$ cat src/rtl/core/scl_pkg.sv
`default_nettype none

package scl_pkg;

   // Lexer modes. The encoding value 7 is never entered.
   typedef enum logic [2:0] {
      MODE_NAME = 3'd0,
      MODE_WAIT = 3'd1,
      MODE_OPT  = 3'd2,
      MODE_ARG  = 3'd3,
      MODE_IN   = 3'd4,
      MODE_NEW  = 3'd5,
      MODE_APP  = 3'd6
   } mode_type;

   // Result kinds carried on the result channel's tuser.
   localparam logic KIND_CHAR = 1'b0;
   localparam logic KIND_END  = 1'b1;

   // Token classes.
   localparam logic [2:0] CLASS_NAME = 3'd0;
   localparam logic [2:0] CLASS_OPT  = 3'd1;
   localparam logic [2:0] CLASS_ARG  = 3'd2;
   localparam logic [2:0] CLASS_IN   = 3'd3;
   localparam logic [2:0] CLASS_NEW  = 3'd4;
   localparam logic [2:0] CLASS_APP  = 3'd5;

   // Characters with a meaning to the lexer.
   localparam logic [7:0] CHAR_LESS    = 8'h3C;
   localparam logic [7:0] CHAR_GREATER = 8'h3E;
   localparam logic [7:0] CHAR_DASH    = 8'h2D;
   localparam logic [7:0] CHAR_QUOTE   = 8'h22;
   localparam logic [7:0] CHAR_SPACE   = 8'h20;
   localparam logic [7:0] CHAR_TAB     = 8'h09;
   localparam logic [7:0] CHAR_CR      = 8'h0D;

   // Most results one character can cause.
   localparam int MAX_RESULTS = 3;

   // One buffered result.
   typedef struct packed {
      logic       kind;
      logic [7:0] text;
      logic [2:0] cls;
   } result_type;

endpackage

`default_nettype wire

$ cat src/rtl/core/shell_command_lexer_unit.sv
`default_nettype none

// Shell command lexer. The request channel carries one byte of command-line
// text per beat in req_tdata, with req_tlast set on the last byte of a line.
// The response channel returns token characters and token-complete markers:
// rsp_tdata holds the character and its token class, rsp_tuser tells a
// character (0) from a token-complete marker (1), and rsp_tlast marks the
// last response beat caused by one request byte. A byte may cause no beat
// at all (whitespace between tokens, the second '>' of '>>').
// Each accepted byte is lexed in the cycle it is accepted and its results
// are written into a three-entry result register, so the first response
// beat is offered in the cycle after acceptance. While the receiver does
// not stall, bytes with one result or none let ordinary text stream at one
// byte per cycle; a byte with more results holds the request side while the
// result register drains one entry per beat.
// When the receiver stalls, the result register holds its beat and the
// request side is only ready again in the cycle the last buffered beat
// leaves. Synchronous reset empties the result register and returns the
// lexer to the command-name mode with all flags and counts cleared; the
// same happens to the lexer state after the last byte of every line.
module shell_command_lexer_unit (
   input  wire         clock,
   input  wire         reset,
   input  wire         req_tvalid,
   output logic        req_tready,
   input  wire  [7:0]  req_tdata,   // [7:0] character
   input  wire         req_tlast,   // line end
   output logic        rsp_tvalid,
   input  wire         rsp_tready,
   output logic [15:0] rsp_tdata,   // [7:0] token_char, [10:8] token_class, zero above
   output logic [0:0]  rsp_tuser,   // [0] result_kind
   output logic        rsp_tlast    // run_last
);

   // Lexer state.
   scl_pkg::mode_type mode_ff, mode_in;
   logic              opt_quoted_ff, opt_quoted_in;
   logic              arg_quoted_ff, arg_quoted_in;
   logic [1:0]        tok_len_ff, tok_len_in;
   logic              pend_gt_ff, pend_gt_in;

   // Result register: up to three results of one byte and a read index.
   scl_pkg::result_type res_ff [scl_pkg::MAX_RESULTS];
   scl_pkg::result_type res_in [scl_pkg::MAX_RESULTS];
   logic [1:0]          count_ff, count_in;
   logic [1:0]          idx_ff;

   logic       req_fire;
   logic       rsp_fire;
   logic       on_last_beat;
   logic [7:0] ch;
   logic       last;
   logic       blank;
   logic       is_lt;
   logic       is_gt;
   logic       is_quote;
   logic       is_dash;
   logic       skip;
   logic [1:0] prefix_len;
   logic [2:0] redir_cls;

   assign ch       = req_tdata;
   assign last     = req_tlast;
   assign blank    = (ch == scl_pkg::CHAR_SPACE) ||
                     (ch >= scl_pkg::CHAR_TAB && ch <= scl_pkg::CHAR_CR);
   assign is_lt    = (ch == scl_pkg::CHAR_LESS);
   assign is_gt    = (ch == scl_pkg::CHAR_GREATER);
   assign is_quote = (ch == scl_pkg::CHAR_QUOTE);
   assign is_dash  = (ch == scl_pkg::CHAR_DASH);

   // Handshakes. The request side is ready when the result register is
   // empty or its final entry leaves in this cycle.
   assign rsp_tvalid   = (idx_ff != count_ff);
   assign on_last_beat = (idx_ff == count_ff - 2'd1);
   assign rsp_fire     = rsp_tvalid && rsp_tready;
   assign req_tready   = !rsp_tvalid || (rsp_fire && on_last_beat);
   assign req_fire     = req_tvalid && req_tready;

   assign rsp_tdata = {5'd0, res_ff[idx_ff].cls, res_ff[idx_ff].text};
   assign rsp_tuser = res_ff[idx_ff].kind;
   assign rsp_tlast = on_last_beat;

   // Redirection tokens: class and length of the inserted prefix.
   always_comb begin
      unique case (mode_ff)
         scl_pkg::MODE_IN: begin
            redir_cls  = scl_pkg::CLASS_IN;
            prefix_len = 2'd1;
         end
         scl_pkg::MODE_APP: begin
            redir_cls  = scl_pkg::CLASS_APP;
            prefix_len = 2'd2;
         end
         default: begin
            redir_cls  = scl_pkg::CLASS_NEW;
            prefix_len = 2'd1;
         end
      endcase
   end

   // Lexing of one byte. Results are appended in order at count_in; every
   // appended character bumps the saturating token length and every
   // token-complete marker clears it together with the argument quote flag.
   always_comb begin
      mode_in       = mode_ff;
      opt_quoted_in = opt_quoted_ff;
      arg_quoted_in = arg_quoted_ff;
      tok_len_in    = tok_len_ff;
      pend_gt_in    = pend_gt_ff;
      count_in      = 2'd0;
      skip          = 1'b0;
      for (int i = 0; i < scl_pkg::MAX_RESULTS; i++) begin
         res_in[i] = '{kind: scl_pkg::KIND_CHAR, text: 8'd0, cls: 3'd0};
      end

      // A '>' right after a '>' turns the redirection into append.
      if (pend_gt_ff) begin
         pend_gt_in = 1'b0;
         if (is_gt) begin
            mode_in = scl_pkg::MODE_APP;
            skip    = 1'b1;
         end
      end

      if (!skip) begin
         case (mode_ff)
            scl_pkg::MODE_NAME: begin
               if ((blank && tok_len_ff != 2'd0) || is_lt || is_gt) begin
                  res_in[count_in] = '{scl_pkg::KIND_END, 8'd0, scl_pkg::CLASS_NAME};
                  count_in      = count_in + 2'd1;
                  tok_len_in    = 2'd0;
                  arg_quoted_in = 1'b0;
                  if (blank) begin
                     mode_in = scl_pkg::MODE_WAIT;
                  end else if (is_lt) begin
                     mode_in = scl_pkg::MODE_IN;
                  end else begin
                     mode_in    = scl_pkg::MODE_NEW;
                     pend_gt_in = !last;
                  end
               end else if (!blank) begin
                  res_in[count_in] = '{scl_pkg::KIND_CHAR, ch, scl_pkg::CLASS_NAME};
                  count_in = count_in + 2'd1;
                  if (tok_len_in != 2'd3) tok_len_in = tok_len_in + 2'd1;
               end
            end
            scl_pkg::MODE_WAIT: begin
               if (blank) begin
                  mode_in = scl_pkg::MODE_WAIT;
               end else if (is_dash) begin
                  res_in[count_in] = '{scl_pkg::KIND_CHAR, ch, scl_pkg::CLASS_OPT};
                  count_in = count_in + 2'd1;
                  if (tok_len_in != 2'd3) tok_len_in = tok_len_in + 2'd1;
                  mode_in = scl_pkg::MODE_OPT;
               end else if (is_lt) begin
                  mode_in = scl_pkg::MODE_IN;
               end else if (is_gt) begin
                  mode_in    = scl_pkg::MODE_NEW;
                  pend_gt_in = !last;
               end else begin
                  arg_quoted_in    = is_quote;
                  res_in[count_in] = '{scl_pkg::KIND_CHAR, ch, scl_pkg::CLASS_ARG};
                  count_in = count_in + 2'd1;
                  if (tok_len_in != 2'd3) tok_len_in = tok_len_in + 2'd1;
                  mode_in = scl_pkg::MODE_ARG;
               end
            end
            scl_pkg::MODE_OPT: begin
               if (is_quote) begin
                  opt_quoted_in    = !opt_quoted_ff;
                  res_in[count_in] = '{scl_pkg::KIND_CHAR, ch, scl_pkg::CLASS_OPT};
                  count_in = count_in + 2'd1;
                  if (tok_len_in != 2'd3) tok_len_in = tok_len_in + 2'd1;
               end else if (((blank || is_lt || is_gt) && !opt_quoted_ff) || last) begin
                  // On a last byte other than a quote the option closes and the byte is dropped.
                  res_in[count_in] = '{scl_pkg::KIND_END, 8'd0, scl_pkg::CLASS_OPT};
                  count_in      = count_in + 2'd1;
                  tok_len_in    = 2'd0;
                  arg_quoted_in = 1'b0;
                  if (blank) begin
                     mode_in = scl_pkg::MODE_WAIT;
                  end else if (is_lt) begin
                     mode_in = scl_pkg::MODE_IN;
                  end else if (is_gt) begin
                     mode_in    = scl_pkg::MODE_NEW;
                     pend_gt_in = !last;
                  end
               end else begin
                  res_in[count_in] = '{scl_pkg::KIND_CHAR, ch, scl_pkg::CLASS_OPT};
                  count_in = count_in + 2'd1;
                  if (tok_len_in != 2'd3) tok_len_in = tok_len_in + 2'd1;
               end
            end
            scl_pkg::MODE_ARG: begin
               if (arg_quoted_ff) begin
                  res_in[count_in] = '{scl_pkg::KIND_CHAR, ch, scl_pkg::CLASS_ARG};
                  count_in = count_in + 2'd1;
                  if (tok_len_in != 2'd3) tok_len_in = tok_len_in + 2'd1;
                  if (is_quote || last) begin
                     res_in[count_in] = '{scl_pkg::KIND_END, 8'd0, scl_pkg::CLASS_ARG};
                     count_in      = count_in + 2'd1;
                     tok_len_in    = 2'd0;
                     arg_quoted_in = 1'b0;
                     mode_in       = scl_pkg::MODE_WAIT;
                  end
               end else if (blank || is_lt || is_gt) begin
                  res_in[count_in] = '{scl_pkg::KIND_END, 8'd0, scl_pkg::CLASS_ARG};
                  count_in      = count_in + 2'd1;
                  tok_len_in    = 2'd0;
                  arg_quoted_in = 1'b0;
                  if (blank) begin
                     mode_in = scl_pkg::MODE_WAIT;
                  end else if (is_lt) begin
                     mode_in = scl_pkg::MODE_IN;
                  end else begin
                     mode_in    = scl_pkg::MODE_NEW;
                     pend_gt_in = !last;
                  end
               end else begin
                  res_in[count_in] = '{scl_pkg::KIND_CHAR, ch, scl_pkg::CLASS_ARG};
                  count_in = count_in + 2'd1;
                  if (tok_len_in != 2'd3) tok_len_in = tok_len_in + 2'd1;
               end
            end
            scl_pkg::MODE_IN, scl_pkg::MODE_NEW, scl_pkg::MODE_APP: begin
               // The first byte of a redirection first inserts its prefix.
               if (tok_len_ff == 2'd0) begin
                  res_in[count_in] = '{scl_pkg::KIND_CHAR,
                                       (mode_ff == scl_pkg::MODE_IN) ?
                                       scl_pkg::CHAR_LESS : scl_pkg::CHAR_GREATER,
                                       redir_cls};
                  count_in   = count_in + 2'd1;
                  tok_len_in = 2'd1;
                  if (prefix_len == 2'd2) begin
                     res_in[count_in] = '{scl_pkg::KIND_CHAR, scl_pkg::CHAR_GREATER,
                                          redir_cls};
                     count_in   = count_in + 2'd1;
                     tok_len_in = 2'd2;
                  end
               end
               if ((blank && (tok_len_in > prefix_len || last)) || is_lt || is_gt) begin
                  res_in[count_in] = '{scl_pkg::KIND_END, 8'd0, redir_cls};
                  count_in      = count_in + 2'd1;
                  tok_len_in    = 2'd0;
                  arg_quoted_in = 1'b0;
                  if (blank) begin
                     mode_in = scl_pkg::MODE_WAIT;
                  end else if (is_lt) begin
                     mode_in = scl_pkg::MODE_IN;
                  end else begin
                     mode_in    = scl_pkg::MODE_NEW;
                     pend_gt_in = !last;
                  end
               end else if (!blank) begin
                  res_in[count_in] = '{scl_pkg::KIND_CHAR, ch, redir_cls};
                  count_in = count_in + 2'd1;
                  if (tok_len_in != 2'd3) tok_len_in = tok_len_in + 2'd1;
               end
            end
            default: begin
               mode_in = mode_ff;
            end
         endcase
      end

      // The end of a line returns the lexer to its reset state.
      if (last) begin
         mode_in       = scl_pkg::MODE_NAME;
         opt_quoted_in = 1'b0;
         arg_quoted_in = 1'b0;
         tok_len_in    = 2'd0;
         pend_gt_in    = 1'b0;
      end
   end

   always_ff @(posedge clock) begin
      if (reset) begin
         mode_ff       <= scl_pkg::MODE_NAME;
         opt_quoted_ff <= 1'b0;
         arg_quoted_ff <= 1'b0;
         tok_len_ff    <= 2'd0;
         pend_gt_ff    <= 1'b0;
         count_ff      <= 2'd0;
         idx_ff        <= 2'd0;
      end else begin
         if (req_fire) begin
            mode_ff       <= mode_in;
            opt_quoted_ff <= opt_quoted_in;
            arg_quoted_ff <= arg_quoted_in;
            tok_len_ff    <= tok_len_in;
            pend_gt_ff    <= pend_gt_in;
            count_ff      <= count_in;
            idx_ff        <= 2'd0;
         end else if (rsp_fire) begin
            if (on_last_beat) begin
               count_ff <= 2'd0;
               idx_ff   <= 2'd0;
            end else begin
               idx_ff <= idx_ff + 2'd1;
            end
         end
      end
   end

   always_ff @(posedge clock) begin
      if (req_fire) begin
         for (int i = 0; i < scl_pkg::MAX_RESULTS; i++) begin
            res_ff[i] <= res_in[i];
         end
      end
   end

`ifndef SYNTHESIS
   // An append lookahead is only pending right after a '>' opened output new.
   a_pend_gt_mode: assert property (@(posedge clock) disable iff (reset)
      pend_gt_ff |-> mode_ff == scl_pkg::MODE_NEW)
      else $error("pending '>' outside output-new mode");

   // A quoted argument flag lives only inside an argument.
   a_arg_quoted_mode: assert property (@(posedge clock) disable iff (reset)
      arg_quoted_ff |-> mode_ff == scl_pkg::MODE_ARG)
      else $error("argument quote flag set outside argument mode");

   // Between tokens no characters are counted.
   a_wait_empty: assert property (@(posedge clock) disable iff (reset)
      mode_ff == scl_pkg::MODE_WAIT |-> tok_len_ff == 2'd0)
      else $error("token length nonzero while waiting");

   // A token-complete beat never carries a character.
   a_end_no_char: assert property (@(posedge clock) disable iff (reset)
      (rsp_tvalid && rsp_tuser[0] == scl_pkg::KIND_END) |-> rsp_tdata[7:0] == 8'd0)
      else $error("token-complete beat with a character");
`endif

endmodule

`default_nettype wire
$ cat config.mk
export PLATFORM = sky130hd
export DESIGN_NAME = shell_command_lexer_unit
export DESIGN_NICKNAME = d
export VERILOG_FILES = /design/src/rtl/core/scl_pkg.sv /design/src/rtl/core/shell_command_lexer_unit.sv
export SDC_FILE = /design/constraint.sdc
export NUM_CORES = 1
export LEC_CHECK = 0
export ABC_AREA = 1
export BUFFER_PORTS_ARGS = -buffer_cell sky130_fd_sc_hd__clkbuf_2
export CORE_ASPECT_RATIO = 2
export CORE_UTILIZATION = 54
export DETAILED_ROUTE_END_ITERATION = 6
export PLACE_DENSITY = 0.78
export SLEW_MARGIN = 0
export SYNTH_ARGS = -nofsm -noshare
export SYNTH_HDL_FRONTEND = slang
export SYNTH_SLANG_ARGS = --single-unit
$ cat constraint.sdc
create_clock -name clock -period 2.15 [get_ports clock]
set_clock_uncertainty 0.05 [all_clocks]
set_input_delay 0.43 -clock clock [delete_from_list [all_inputs] [get_ports clock]]
set_output_delay 0.43 -clock clock [all_outputs]
set_load 0.03 [all_outputs]
==> flow_summary.ini, run 1 <==
[worst_setup_path]
cp-end-kind = flop
critPathKind = reg2reg
slowest_delay_ps = 310
crit_family = simple AND/OR/NAND/NOR gates
crit_required_ps = 2230
arrival_ps = 2150
path_cells = inv_1 -> nand3_2 -> o21ai_2 -> ha_1 -> nand2_1 -> nand2_1 -> nand2_2 -> nand2_2 -> nand2_4 -> nand3_1 -> a21oi_2 -> nor2_1 -> nor3_1
path_max_fanout = 7
cp_num_buf_inv = 1
cpMaxStageDelayCell = dfxtp_1
worstSetupStartpointType = flop

[global_route]
grt_usage_pct = 40.1
grt_pass1_wl_um = 19400
grt_pass1_vias = 3777
antenna_found_initial = 0
gr-total-overflow = 0
grt_max_degree = 23

[layout]
fill_cells = 574
mostFrequentLayoutCell = nand2_1
nNetsFinal = 588
num_antenna_cells = 0
fin_util_pct = 69.2
drive_gt1_share_pct = 26.1
final_cell_mix = nand2_1, nor2_1, buf_4, inv_1, a21oi_1
stdcell_count = 661
syn_to_final_growth_pct = 23.7

[placed_design]
place.gp.congestion = 1.08
placed_cells = 653
numPortBuffers = 27
hpwl_um = 9880

[drt]
num_vias = 3820
detail-route-antenna-nets = 0
via_per_inst = 5.78
first_pass_iters = 7
drt-initial-drc-count = 247
avgRoutedWirePerCell_um = 19.2
wl_um = 12700
drc = 2

[sta]
holdWs_ps = 440
rsz0062_at_grt = true
period_minus_slack_ps = 2080
finalSetupViolations = 0
drv_slew = 0
fin_crit_sh_pct = 96.6
relSlewSlack_pct = 62.7
max_freq_ghz = 0.481
tightest_slew_ps = 558
hold_violations = 0

[floorplanning]
core_um2 = 6260
ios = 33
die_area_um2 = 6820
start_util_pct = 55.9
die_y_um = 116
rows = 41
die-width_um = 58.9

[logic_synthesis]
syn_area_um2 = 3500
synth_seq_area_share_pct = 38.9
syn_area_per_cell_um2 = 7.12
synth-warning-count = 0
ys_ff_latch = 50
synth_cell_types = 40
netlist_instances = 491

[cts]
clk_latency_ps = 290
tritoncts = done
path_clk_slew_ps = 70
htreeDepth = 2
clock-root-buffer = clkbuf_16
cts_sinks = 50
clockBufferDepth = 2
numCtsBuffers = 5
cts_hold_buf = 0

[pwr]
ir_drop_mv = 0.359
power_leakage_nw = 2.07
p_per_area_nw_per_um2 = 547
power_mw = 2.37

[worst_hold_path]
hold_class = in2reg

[job]
timing.max_cap.violations = 0

[status]
outcome = finished with violations
violations = design-rule violations
## state kept, by name, summed over array words and instances, names as in the netlist, named ones only
| name | count |
|---|---|
| count_ff | 2 |
| opt_quoted_ff | 1 |
| idx_ff | 2 |
| tok_len_ff | 2 |
| pend_gt_ff | 1 |
| mode_ff | 3 |
| res_ff | 36 |
| arg_quoted_ff | 1 |
## synth_stat cells (all sizes together)
master,instances,area (um^2)
ha,1,12.5
a21boi,1,18.8
inv,64,240
a32o,1,10.0
a211oi,2,15.0
clkinv,1,3.75
xor2,1,8.76
o2111ai,2,17.5
a21oi,53,277
nand2,127,527
buf,15,123
o31ai,5,37.5
nor3,9,56.3
conb,1,3.75
o21a,1,7.51
nand4,8,56.3
a31oi,6,37.5
o21ai,18,93.8
nor2,76,303
clkbuf,5,18.8
nand3,42,255
edfxtp,36,1080
o211ai,2,15.0
dfxtp,14,280
## layer usage
metal  part of all wire, %  GRT usage (%)  up-vias  wire length, um
met4                    10           36.3        0             1280
met5                     0              0        -                0
met2                    53           72.5      182             6770
li1                      -              -     1777                -
met3                   4.6           6.92       80              579
met1                    32           35.9     1781             4050
## worst paths after layout
kind	startpoint	endpoint	slack, ps	cells past startpoint
setup / recovery	mode_ff[0]	res_ff[0][9]	70	13
hold / removal	reset	tok_len_ff[0]	440	2
hold reg to reg	pend_gt_ff	pend_gt_ff	440	2
setup reg to reg	mode_ff[0]	res_ff[0][9]	70	13
## metrics by stage
step / TNS [ps] / cell area [um^2] / setup slack (ps)
6_report: 0 / 4330 / 72.4
3_3_place_gp: -177 / 4140 / -51.9
3_5_place_dp: -421 / 4140 / -53.1
4_1_cts: 0 / 4310 / 46.0
2_1_floorplan: -113 / 3550 / -56.6
5_1_grt: -93.4 / 4330 / -45.0
## cells by family (layout without fill, tap and decap cells)
kind of cell    Yosys count  in the layout  share of synthesized area [%]
simple gates            262            262                           34.2
compound gates           91             91                           15.1
buf+inv                  85            164                           11.0
flops                    50             50                           38.9
fa+ha+maj                 1              1                          0.358
other cells               1              6                          0.107
xor+xnor                  1              1                          0.250
## power breakdown
part           total (mW)  internal, mW  switching [mW]
Sequential           1.11          1.09          0.0204
Combinational       0.364         0.116           0.248
Clock               0.897         0.550           0.347
Total                2.37          1.75           0.616
## what timing repair did
| action | in CTS | in global routing |
|---|---|---|
| pin swaps | 0 | 0 |
| setup endpoints to repair | 1 | 15 |
| buffers inserted | 0 | 0 |
| resized for setup | 2 | 7 |
## layout make-up
type | count | area (um^2) | share of cell area, %
Timing Repair Buffer | 91 | 616 | 14.2
Sequential cell | 50 | 1360 | 31.5
Clock buffer | 6 | 129 | 2.98
Tap cell | 86 | 108 | 2.49
Clock inverter | 2 | 37.5 | 0.867
Multi-Input combinational cell | 361 | 1830 | 42.2
Inverter | 65 | 248 | 5.72
Power figures use the tool's default switching activity.
==> inputs of run 2 (changes only) <==
--- a/config.mk
+++ b/config.mk
@@ -11,7 +11,9 @@
 export CORE_UTILIZATION = 54
 export DETAILED_ROUTE_END_ITERATION = 6
 export PLACE_DENSITY = 0.78
+export SETUP_SLACK_MARGIN = 0.2
 export SLEW_MARGIN = 0
 export SYNTH_ARGS = -nofsm -noshare
 export SYNTH_HDL_FRONTEND = slang
 export SYNTH_SLANG_ARGS = --single-unit
+export TNS_END_PERCENT = 5
==> run 2 against run 1 <==
The run now ends clean. Sequential cell count stayed put. Final cell count is 1.4% lower. Sequential share of layout area is 0.17 points lower. Global-route usage is 3.8 points lower. Fmax is 2.8% higher. Cell area is 0.81% higher. Clock-buffer cell count is 1 lower.
==> flow_summary.ini, run 2 (synthesis results as in run 1) <==
[drt]
avgRoutedWirePerCell_um = 18.1
detail-route-antenna-nets = 0
num_vias = 3636
drc = 0
drt-initial-drc-count = 221
via_per_inst = 5.58
first_pass_iters = 4
wl_um = 11800

[worst_hold_path]
hold_depth = 2
hold_class = in2reg
worstHoldStart = reset
worst_hold_path.endpoint = mode_ff[2]

[floorplanning]
die_y_um = 116
die-width_um = 58.9
die_area_um2 = 6820
rows = 41
start_util_pct = 55.9
core_um2 = 6260
ios = 33

[worst_setup_path]
r2r-end = res_ff[0][3]
critPathKind = reg2reg
rr_startpoint = mode_ff[0]
rrSetupSlack_ps = 130
crit_required_ps = 2250
reg2reg_depth = 13
cp-end-kind = flop
arrival_ps = 2120
path_max_fanout = 4
worstSetupStartpointType = flop

[global_route]
grt_max_degree = 27
grt_pass1_wl_um = 17800
gr-total-overflow = 0
grt_pass1_vias = 3541
antenna_found_initial = 0
grt_usage_pct = 36.3

[layout]
syn_to_final_growth_pct = 24.7
fin_area_um2 = 4360
stdcell_count = 652
multiInputGateArea_um2 = 1900
fill_cells = 537
num_antenna_cells = 0
drive_gt1_share_pct = 27.4
regMostFlops = res_ff
nNetsFinal = 579
top_regs = res_ff x36, mode_ff x3
largest_register_ffs = 36
seq_area_um2 = 1370
final_cell_mix = nand2_1, nor2_1, inv_1, buf_4, a21oi_1
mostFrequentLayoutCell = nand2_1

[sta]
fin_crit_sh_pct = 94.0
drv_slew = 0
max_freq_ghz = 0.495
setup_tns_ps = 0
hold_violations = 0
rsz0062_at_grt = true
finalSetupViolations = 0
period_minus_slack_ps = 2020

[pwr]
power_leakage_nw = 2.05
power_mw = 2.27
ir_drop_mv = 0.441
p_per_area_nw_per_um2 = 520

[placed_design]
dpl_cell_area_um2 = 4090
numPortBuffers = 27
placed_cells = 642
hpwl_um = 9480
place.gp.congestion = 1.09

[status]
outcome = complete, no violations

[cts]
clockBufferDepth = 2
numCtsBuffers = 5
cts_sinks = 50
clk_latency_ps = 300
clock-root-buffer = clkbuf_16
htreeDepth = 2
cts_hold_buf = 0
path_clk_slew_ps = 70
tritoncts = done

[job]
timing.max_cap.violations = 0
-- run 2: power breakdown --
group | switching, mW | total [mW] | leakage (nW) | internal [mW]
Combinational | 0.253 | 0.376 | 1.50 | 0.123
Clock | 0.358 | 0.790 | 0.0698 | 0.431
Sequential | 0.0179 | 1.10 | 0.474 | 1.09
-- run 2: critical path, stage by stage (launching register included) --
cell     delay, ps
dfxtp_2        330
inv_2           80
nand3_4         90
o21ai_4        140
ha_1           250
nand2_1         60
nand2_1         70
nand2_2        100
nand2_4         70
nand2_4        110
nand3_4         80
a21oi_4        230
nor2_2          60
nor3_2         150
-- run 2: final cells by class --
type | count | share of cell area [%]
sequential | 50 | 31.3
inverter | 65 | 5.79
tap | 86 | 2.47
clock inverter | 3 | 0.488
clock buffer | 5 | 2.87
multi-input combinational | 361 | 43.6
timing repair buffer | 82 | 13.4
-- run 2: how the worst max path moves through the flow --
stage / start / endpoint / slack [ps] / cells past startpoint
after CTS: mode_ff[2] / mode_ff[0] / 150 / 11
after global routing: mode_ff[0] / res_ff[0][10] / 30 / 13
final: mode_ff[0] / res_ff[0][3] / 130 / 13
after floorplan: count_ff[1] / tok_len_ff[0] / -60 / 12
after global placement: req_tdata[1] / mode_ff[2] / -50 / 15
after detailed placement: req_tdata[1] / mode_ff[2] / -30 / 14
-- run 2: layer usage --
metal,share of wire (%),up-vias,track usage (%),routed length [um]
met2,54,136,67.0,6400
met1,34,1666,34.4,3970
met4,8.4,0,26.7,993
met3,3.8,67,5.58,446
li1,-,1767,-,-
met5,0,-,0,0
-- run 2: per-stage QoR --
stage	setup WS, ps	hold slack, ps	utilization (%)
after CTS	147	431	68.2
after global placement	-54.3	422	65.4
final	130	423	69.7
after floorplan	-56.6	396	-
after global routing	26.4	435	69.7
after detailed placement	-32.8	449	65.4
-- run 2: repair_timing --
action | CTS | global route
endpoints found under the setup margin | 67 | 80
pin swaps | 2 | 10
buffers inserted | 0 | 2
gates resized for setup | 13 | 19
==> inputs of run 3 (changes only) <==
--- a/config.mk
+++ b/config.mk
@@ -8,9 +8,9 @@
 export ABC_AREA = 1
 export BUFFER_PORTS_ARGS = -buffer_cell sky130_fd_sc_hd__clkbuf_2
 export CORE_ASPECT_RATIO = 2
-export CORE_UTILIZATION = 54
+export CORE_UTILIZATION = 30
 export DETAILED_ROUTE_END_ITERATION = 6
-export PLACE_DENSITY = 0.78
+export PLACE_DENSITY = 0.49
 export SETUP_SLACK_MARGIN = 0.2
 export SLEW_MARGIN = 0
 export SYNTH_ARGS = -nofsm -noshare
==> run 3 against run 2 <==
Critical path depth grew 1. First-iteration DRC count shrank 11%. Sequential share of layout area shrank 2.2 points. Via count grew 1.3%. Clock-buffer cell count is the same. Global-route usage shrank 14 points. Wire length grew 11%. Clock power grew 2%. Sequential power is essentially flat. Register-to-register slack gained 70 ps. Non-clock buffer count grew 30. Utilization shrank 28 points. Critical path type is now in2reg.
==> flow_summary.ini, run 3 (synthesis results as in run 1) <==
[status]
outcome = complete, no violations

[sta]
setup_tns_ps = 0
hold_violations = 0
holdWs_ps = 433
drv_slew = 0
period_minus_slack_ps = 1970
finalSetupViolations = 0
max_freq_ghz = 0.508
rsz0062_at_grt = true
fin_crit_sh_pct = 91.5

[pwr]
ir_drop_mv = 0.366
power_leakage_nw = 2.18
p_per_area_nw_per_um2 = 491

[layout]
multiInputGateArea_um2 = 1910
largest_register_ffs = 36
final_cell_mix = nand2_1, buf_4, nor2_1, inv_1, a21oi_1
fill_cells = 1259
syn_to_final_growth_pct = 33.8
regMostFlops = res_ff
drive_gt1_share_pct = 31.9
mostFrequentLayoutCell = nand2_1
top_regs = res_ff x36, mode_ff x3
num_antenna_cells = 0
nNetsFinal = 609
seq_area_um2 = 1370

[placed_design]
hpwl_um = 10900
numPortBuffers = 27
place.gp.congestion = 0.983

[worst_setup_path]
r2r-end = mode_ff[0]
rr_startpoint = mode_ff[2]
worstSetupStartpointType = primary input
cp-end-kind = flop
crit_required_ps = 2280
reg2reg_depth = 11
rrSetupSlack_ps = 200
arrival_ps = 2100
crit_end = tok_len_ff[0]
critPathKind = in2reg
path_max_fanout = 4
setup.worst_path.start = req_tdata[1]

[drt]
avgRoutedWirePerCell_um = 17.7
drc = 0
via_per_inst = 4.99
wl_um = 13000
drt-initial-drc-count = 196
num_vias = 3684
detail-route-antenna-nets = 0
first_pass_iters = 4

[cts]
cts_sinks = 50
htreeDepth = 2
tritoncts = done
clk_latency_ps = 290
clockBufferDepth = 2
numCtsBuffers = 5
cts_hold_buf = 0
clock-root-buffer = clkbuf_16
path_clk_slew_ps = 70

[global_route]
grt_pass1_wl_um = 20200
antenna_found_initial = 0
grt_max_degree = 39
gr-total-overflow = 0
grt_usage_pct = 22.5
grt_pass1_vias = 3786

[floorplanning]
ios = 33
start_util_pct = 30.8
core_um2 = 11400
rows = 55
die_area_um2 = 12100
die-width_um = 78.4
die_y_um = 155

[job]
timing.max_cap.violations = 0

[worst_hold_path]
hold_class = in2reg
==> run 3: cell types whose count changed in the layout (fill, tap and decap cells not counted), sizes merged <==
| cell | delta |
|---|---|
| buf | +30 |
==> run 3: worst min-delay path by stage <==
stage                 from          end  slack [ps]  cells past startpoint
6_report             reset   mode_ff[2]         430                      2
5_1_grt              reset   mode_ff[2]         450                      2
4_1_cts         req_tvalid  count_ff[0]         430                      4
3_5_place_dp   count_ff[0]  count_ff[0]         430                      2
3_3_place_gp   count_ff[1]  count_ff[1]         430                      2
2_1_floorplan   pend_gt_ff   pend_gt_ff         400                      2
==> run 3: critical path: stages <==
cell and delay (ps):
clkbuf_2 140, buf_4 120, nand2_1 70, buf_4 130, nor2_1 90, nand2_1 130
nand2_2 140, a21oi_1 100, nand2_1 90, nand4_1 280, nand2_1 140, nand3_1 80
nand2_1 90, a21oi_2 50
==> run 3: area by class of cell <==
| type | count | area share [%] |
|---|---|---|
| Sequential cell | 50 | 29.2 |
| Inverter | 65 | 5.34 |
| Tap cell | 142 | 3.79 |
| Timing Repair Buffer | 112 | 17.8 |
| Clock buffer | 5 | 2.67 |
| Clock inverter | 3 | 0.454 |
| Multi-Input combinational cell | 361 | 40.8 |
==> run 3: routing by layer <==
| layer | global-route usage [%] | routed length [um] | up-vias |
|---|---|---|---|
| met5 | 0 | 0 | - |
| met4 | 21.1 | 1340 | 0 |
| met3 | 1.95 | 269 | 60 |
| met2 | 43.3 | 7190 | 103 |
| met1 | 19.4 | 4250 | 1700 |
| li1 | - | - | 1821 |
==> run 3: repair_timing <==
item | in CTS | in global routing
pin swaps | 6 | 15
resized for setup | 19 | 18
endpoints found under the setup margin | 23 | 43
buffers inserted | 5 | 3
==> run 3: where the power goes <==
part	internal (mW)	switching [mW]	total, mW
Clock	0.432	0.370	0.802
Sequential	1.09	0.0185	1.10
Combinational	0.138	0.256	0.394
==> run 3: metrics by stage <==
stage          cells  util (%)  total power, mW  setup slack (ps)  area, um^2
3_3_place_gp     722      38.1             1.50              -146        4330
2_1_floorplan    496         -             1.35             -56.6        3550
5_1_grt          738      41.2             2.39              60.4        4680
6_report         738      41.2             2.30               183        4680
3_5_place_dp     722      38.1             1.50              -136        4330
4_1_cts          735      40.4             2.31               154        4590
